**src/hw/rtl/distinct_window_counter_defines.svh**
```systemverilog
// Assertion macros shared by the distinct window counter RTL.
// Depends on nothing; files that check their own logic include it.
`ifndef DISTINCT_WINDOW_COUNTER_DEFINES_SVH
`define DISTINCT_WINDOW_COUNTER_DEFINES_SVH

// Same-cycle implication, disabled while reset is held.
`define DWC_ASSERT_IMP(lbl, clk, rst_n, ante, cons, msg) \
  lbl: assert property (@(posedge clk) disable iff (!rst_n) (ante) |-> (cons)) \
    else $error(msg);

// Next-cycle implication, disabled while reset is held.
`define DWC_ASSERT_NEXT(lbl, clk, rst_n, ante, cons, msg) \
  lbl: assert property (@(posedge clk) disable iff (!rst_n) (ante) |=> (cons)) \
    else $error(msg);

`endif

```
**src/hw/rtl/dwc_pkg.sv**
```systemverilog
// Package for the distinct window counter: sizes and shared types.
// Depends on nothing; used by the cell and the top level.
`default_nettype none

package dwc_pkg;

  // Depth of the value history and width of the compared value.
  localparam int WINDOW_MAX = 64;
  localparam int VALUE_BITS = 32;

  // Run length and distance hold 0..WINDOW_MAX.
  localparam int DIST_W  = $clog2(WINDOW_MAX + 1);
  localparam int CFG_W   = 7;
  localparam int COUNT_W = 32;
  localparam int CMP_W   = (DIST_W > CFG_W) ? DIST_W : CFG_W;

  typedef logic [VALUE_BITS-1:0] value_t;
  typedef logic [DIST_W-1:0]     dist_t;
  typedef logic [CFG_W-1:0]      cfg_t;
  typedef logic [COUNT_W-1:0]    count_t;

endpackage

`default_nettype wire

```
**src/hw/rtl/dwc_cell.sv**
```systemverilog
// One cell of the value history chain: holds one value, passes it on and
// compares it with the incoming value. Depends on dwc_pkg.
`default_nettype none

module dwc_cell
  import dwc_pkg::*;
(
  input  wire logic   clk,
  input  wire logic   shift_en,
  input  wire value_t shift_in,
  input  wire value_t probe,
  input  wire logic   in_run,
  output value_t      data_out,
  output logic        hit
);

  value_t data_r;
  logic   hit_r;

  // On each beat the cell compares its held value with the new one, then
  // takes shift_in: the value of its neighbor nearer the head of the chain, or the new value at the head.
  always_ff @(posedge clk) begin
    if (shift_en) begin
      hit_r  <= in_run && (data_r == probe);
      data_r <= shift_in;
    end
  end

  assign data_out = data_r;
  assign hit      = hit_r;

endmodule

`default_nettype wire

```
**src/hw/rtl/distinct_window_counter.sv**
```systemverilog
// Distinct window counter: each stream value enters a chain of WINDOW_MAX
// compare cells. When an item is accepted the cells compare the new value
// with the stored history and register a hit; then, while busy, the hits
// fold into the duplicate-free run length and the window count. The next
// compare needs that updated run length, so the input stalls while busy and
// takes no new beat until the fold is done. The count is sent on the beat
// marked last. A held result stalls only the fold of a later last beat, and
// the input waits until that fold is done.
// Depends on dwc_pkg, dwc_cell and distinct_window_counter_defines.svh.
`default_nettype none
`include "distinct_window_counter_defines.svh"

module distinct_window_counter
  import dwc_pkg::*;
(
  input  wire logic               clk,
  input  wire logic               rst_n,
  input  wire logic               cfg_wr_en,
  input  wire logic [CFG_W-1:0]   cfg_wr_data,
  input  wire logic               in_valid,
  output logic                    in_stall,
  input  wire logic signed [31:0] in_value,
  input  wire logic               in_last,
  output logic                    out_valid,
  input  wire logic               out_stall,
  output logic [COUNT_W-1:0]      out_window_count
);

  cfg_t   window_len_r;
  dist_t  run_r, run_nxt;
  count_t total_r, total_nxt;
  logic   busy_r;
  logic   last_r;
  logic   out_valid_r;
  count_t out_count_r;

  value_t probe;
  logic   in_accept;
  logic   done;
  value_t chain [WINDOW_MAX];
  logic [WINDOW_MAX-1:0] hit;
  logic [WINDOW_MAX-1:0] in_run;
  dist_t  hit_dist;
  logic   hit_any;
  dist_t  run_inc;
  cfg_t   need;

  assign probe     = value_t'(in_value[VALUE_BITS-1:0]);
  assign in_stall  = busy_r;
  assign in_accept = in_valid && !busy_r;
  // The fold waits only when a last item meets a full result register.
  assign done      = busy_r && !(last_r && out_valid_r && out_stall);

  // Window length register, written at any time.
  always_ff @(posedge clk) begin
    if (!rst_n) begin
      window_len_r <= cfg_t'(1);
    end else if (cfg_wr_en) begin
      window_len_r <= cfg_wr_data;
    end
  end

  // Chain of compare cells; cell i holds the value i+1 items back.
  for (genvar i = 0; i < WINDOW_MAX; i++) begin : g_cell
    assign in_run[i] = dist_t'(i) < run_r;
    if (i == 0) begin : g_head
      dwc_cell u_cell (
        .clk      (clk),
        .shift_en (in_accept),
        .shift_in (probe),
        .probe    (probe),
        .in_run   (in_run[i]),
        .data_out (chain[i]),
        .hit      (hit[i])
      );
    end else begin : g_body
      dwc_cell u_cell (
        .clk      (clk),
        .shift_en (in_accept),
        .shift_in (chain[i-1]),
        .probe    (probe),
        .in_run   (in_run[i]),
        .data_out (chain[i]),
        .hit      (hit[i])
      );
    end
  end

  // Values inside the run are all distinct, so at most one cell hits and
  // its distance is an OR of the hit cells' distances.
  always_comb begin
    hit_dist = '0;
    for (int i = 0; i < WINDOW_MAX; i++) begin
      if (hit[i]) begin
        hit_dist = hit_dist | dist_t'(i + 1);
      end
    end
  end

  assign hit_any = |hit;
  assign run_inc = (run_r == dist_t'(WINDOW_MAX)) ? run_r : run_r + dist_t'(1);
  assign need    = (window_len_r == '0) ? cfg_t'(1) : window_len_r;

  // Run length and window count after the item, taken in the fold.
  always_comb begin
    run_nxt   = hit_any ? hit_dist : run_inc;
    total_nxt = total_r;
    if ((CMP_W'(run_nxt) >= CMP_W'(need)) && (total_r != '1)) begin
      total_nxt = total_r + count_t'(1);
    end
  end

  // Item sequencing, stream state and the result register.
  always_ff @(posedge clk) begin
    if (!rst_n) begin
      busy_r      <= 1'b0;
      last_r      <= 1'b0;
      run_r       <= '0;
      total_r     <= '0;
      out_valid_r <= 1'b0;
    end else begin
      // A new result may replace one that leaves at the same edge.
      if (done && last_r) begin
        out_valid_r <= 1'b1;
      end else if (out_valid_r && !out_stall) begin
        out_valid_r <= 1'b0;
      end
      if (in_accept) begin
        busy_r <= 1'b1;
        last_r <= in_last;
      end else if (done) begin
        busy_r <= 1'b0;
        if (last_r) begin
          run_r       <= '0;
          total_r     <= '0;
          out_count_r <= total_nxt;
        end else begin
          run_r   <= run_nxt;
          total_r <= total_nxt;
        end
      end
    end
  end

  assign out_valid        = out_valid_r;
  assign out_window_count = out_count_r;

  // Checks on the run tracking and item sequencing.
  `DWC_ASSERT_IMP(a_run_cap, clk, rst_n, 1'b1, run_r <= dist_t'(WINDOW_MAX),
    "run length above the history depth")
  `DWC_ASSERT_IMP(a_single_hit, clk, rst_n, busy_r, $onehot0(hit),
    "more than one cell hit inside the run")
  `DWC_ASSERT_IMP(a_hit_in_run, clk, rst_n, busy_r && hit_any, hit_dist <= run_r,
    "hit distance beyond the current run")
  `DWC_ASSERT_NEXT(a_accept_busy, clk, rst_n, in_accept, busy_r && !in_stall == 1'b0,
    "accepted beat did not enter the fold cycle")
  `DWC_ASSERT_NEXT(a_last_clears, clk, rst_n, done && last_r,
    out_valid_r && run_r == '0 && total_r == '0, "last beat did not emit and clear")

endmodule

`default_nettype wire
```
**config.mk**
```make
export PLATFORM = sky130hd
export DESIGN_NAME = distinct_window_counter
export DESIGN_NICKNAME = d
export VERILOG_FILES = /design/src/hw/rtl/dwc_pkg.sv /design/src/hw/rtl/dwc_cell.sv /design/src/hw/rtl/distinct_window_counter.sv
export VERILOG_INCLUDE_DIRS = /design/src /design/src/hw/rtl
export SDC_FILE = /design/constraint.sdc
export NUM_CORES = 2
export LEC_CHECK = 0
export ABC_CLOCK_PERIOD_IN_PS = 126200
export BUFFER_PORTS_ARGS = -buffer_cell sky130_fd_sc_hd__buf_4
export CAP_MARGIN = 30
export CORE_MARGIN = 1
export CORE_UTILIZATION = 60
export DETAILED_ROUTE_END_ITERATION = 6
export PLACE_DENSITY = 0.81
export SYNTH_ARGS = -nofsm -noshare
export SYNTH_HDL_FRONTEND = slang
export SYNTH_SLANG_ARGS = --single-unit
```
**constraint.sdc**
```tcl
create_clock -name clk -period 126.2 [get_ports clk]
set_input_delay 18.93 -clock clk [delete_from_list [all_inputs] [get_ports clk]]
set_output_delay 18.93 -clock clk [all_outputs]
set_load 0.03 [all_outputs]
```
==> key figures <==
Run status
  • Status: completed

Die
  • Die area: 0.1545 sq mm
  • Initial Util: between 60% and 70%
  • Die H: roughly 390 um
  • Row cnt: between 100 and 150
  • Core ar.: between 0.15 and 0.2 sq mm
  • I/O pins: 79
  • Die Width: between 300 and 400 um

Synthesis
  • Most common cell in the synthesized netlist: edfxtp_1
  • Cells after Synth: roughly 5700
  • Top cells by count, synth: 2144 x edfxtp_1, 1424 x xor2_1, 661 x xnor2_1
  • Yosys reg bits: 2193
  • Syn Area/Cell: approximately 16 sq um
  • Post-synth EDFFs: about 2100
  • Netlist cell types: just under 70
  • Post-synth net total: roughly 5700
  • Top_reg_cell synth: edfxtp_1
  • Post-Syn Area: between 0.09 and 0.1 sq mm
  • Cell taking the most area after synthesis: edfxtp_1
  • Syn. warnings: 0
  • Top cells by area, synth: edfxtp_1 70%, xor2_1 14%, xnor2_1 6.3%
  • Yosys top cell area share: 70.15%
  • Register area share after synthesis: between 70% and 80%
  • FFs w/ async S/R, synth: 0%

Global routing
  • Global route overflow: 0
  • GRT Total Usage: between 30% and 40%
  • Initial antenna violation count: 5
  • Largest net degree at the start of global routing: between 200 and 250
  • Number of global-route vias before repair: between 50000 and 60000
  • Global-route wire length before repair: approximately 350000 um

Cells and area
  • Nets: approximately 5900
  • Layout Area Growth over Synthesis: 10.84%
  • Fraction of layout cells with a size suffix above 1: 8.239%
  • Cell Count, Final, Fillers Out: around 8000
  • Area occupied by multi-input gates: approximately 0.025 sq mm
  • Reg area: between 0.06 and 0.07 sq mm
  • Fillers: 9587

Placement
  • Placed insts: about 7600
  • RePlAce Congestion: 0.9569
  • Hpwl dp: about 160000 um
  • Port bufs: 78

Drt
  • Final wirelength: ~240000 um
  • DRC Markers: 0
  • First-pass iteration count of the detailed router: 6
  • 1st-iter DRT viols: between 7000 and 8000
  • Mean routed wirelength per cell: 30.33 um
  • Vias/cell: roughly 6.4
  • Final ANT Viol Nets: 0
  • Vias after detailed routing: 51240

Setup path
  • Crit path required time: about 130 ns
  • Crit path kind: in -> reg
  • Crit Path Max Fanout: 81
  • Worst path arrival time: approximately 23 ns
  • Startpoint types: input port
  • Worst Setup End Kind: register

Clocking
  • Max H-tree Level: 4
  • CTS Root Cell: clkbuf_16
  • CTS Hold Bufs: 0
  • CTS max path bufs: 3
  • Later-pin clock latency in the skew report: ~0.85 ns
  • Clk slew on worst S/H paths: around 0.070 ns
  • Postcts setup bufs: 0
  • Sink Count: around 2200
  • Post_cts resized: 0
  • TritonCTS clock tree: done
  • Num CTS Buffers: 208

Timing
  • Fmax: between 40 and 50 MHz
  • Final Max Slew Viols: 0
  • Final Setup Violations: 0
  • Min cycle time layout: ~23 ns
  • Worst slew pin tran: between 1 and 1.5 ns
  • Setup TNS: 0 ns
  • Final clock skew: between 0.05 and 0.06 ns
  • Final period util: between 10% and 20%
  • RSZ-0062 raised after global routing: false
  • Final Hold Viols: 0
  • Slew headroom: between 20% and 30%

Pwr
  • VDD IR-drop max: between 0.01 and 0.015 mV
  • P per Cell Area: approximately 16 mW/mm^2
  • P_leak: roughly 0.034 uW

Flow run
  • Max-cap violation count: 0

Min path
  • Worst hold path class: reg -> reg
==> registers in the layout, indices dropped and copies added (netlist names), 7 cells and up <==
| register | cells |
|---|---|
| g_cell.g_head.u_cell.data_out | 32 |
| out_window_count | 32 |
| g_cell.g_body.u_cell.data_out | 2016 |
| run_r | 7 |
| g_cell.g_body.u_cell.hit | 63 |
| total_r | 32 |
| window_len_r | 7 |
==> layer usage <==
layer | global-route usage (%) | routed length [um] | up-vias
li1 | - | - | 21290
met1 | 40.23 | 85130 | 25590
met2 | 51.61 | 116500 | 3619
met3 | 7.286 | 28500 | 750
met4 | 14.85 | 12960 | 2
met5 | 0 | 13 | -
==> where the power goes <==
part           switching (uW)  internal, uW  total (uW)
sequential               40.7           861         902
combinational            86.9          43.6         131
clock                     275           367         643
==> cell usage in the layout (no fill, tap or decap), drive strengths merged, types with 17 or more instances in the layout <==
cell type and n:
nor4 409, bufinv 29, buf 189, o2111ai 17
nand4 231, nand2 56, nor3 74, edfxtp 2144
nand3 64, nor2 37, xnor2 661, a21oi 24
inv 18, clkinv 91, xor2 1424, clkbuf 258
o21ai 29, dfxtp 49
==> kinds of logic (layout without fill, tap and decap cells) <==
logic type | after synthesis | in the layout | synth area share [%]
buffers and inverters | 289 | 587 | 1.333
AO/OA/AOI/OAI | 169 | 169 | 1.314
AND/OR/NAND/NOR | 931 | 931 | 6.001
multiplexers | 9 | 9 | 0.09952
XOR/XNOR | 2085 | 2085 | 19.90
flip-flops | 2193 | 2193 | 71.22
other | 0 | 2 | 0
adder cells (fa/ha/maj) | 10 | 10 | 0.1363
==> per-stage QoR <==
stage,hold slack (ns),power [uW],instance area [sq um],utilization (%),setup WS (ns)
detailed placement,0.4538,1041,94660,62.31,102.43
global route,0.4563,1711,101700,66.96,103.35
floorplan,0.4427,1145,91780,-,11.27
finish,0.4370,1675,101700,66.97,103.49
CTS,0.4388,1671,101600,66.88,103.32
global placement,0.4499,1036,94550,62.24,102.52
==> final timing paths <==
check | start | endpoint | slack, ns | cells past startpoint
setup / recovery | in_valid | g_cell[11].g_body.u_cell.data_out[12] | 103.49 | 7
hold reg to reg | g_cell[37].g_body.u_cell.data_out[8] | g_cell[38].g_body.u_cell.data_out[8] | 0.44 | 0
hold / removal | g_cell[37].g_body.u_cell.data_out[8] | g_cell[38].g_body.u_cell.data_out[8] | 0.44 | 0
setup reg to reg | g_cell[24].g_body.u_cell.hit | out_window_count[6] | 120.52 | 12
==> cell type report <==
cell class              count  share of cell area, %
diodes                      2               0.004920
clock buffers             258                  5.385
clock inverters           125                  1.432
inverters                  15                0.05535
multi-input cells        3204                  24.80
flip-flops and latches   2193                  64.25
well taps                2030                  2.497
repair buffers            189                  1.577
==> critical path: stages <==
cell and delay [ns]:
buf_4 0.09, nor2b_4 0.68, buf_4 0.79, buf_4 0.87, buf_4 0.90, buf_4 0.37, buf_16 0.35
Note: power is estimated with default switching activity, not from simulation.
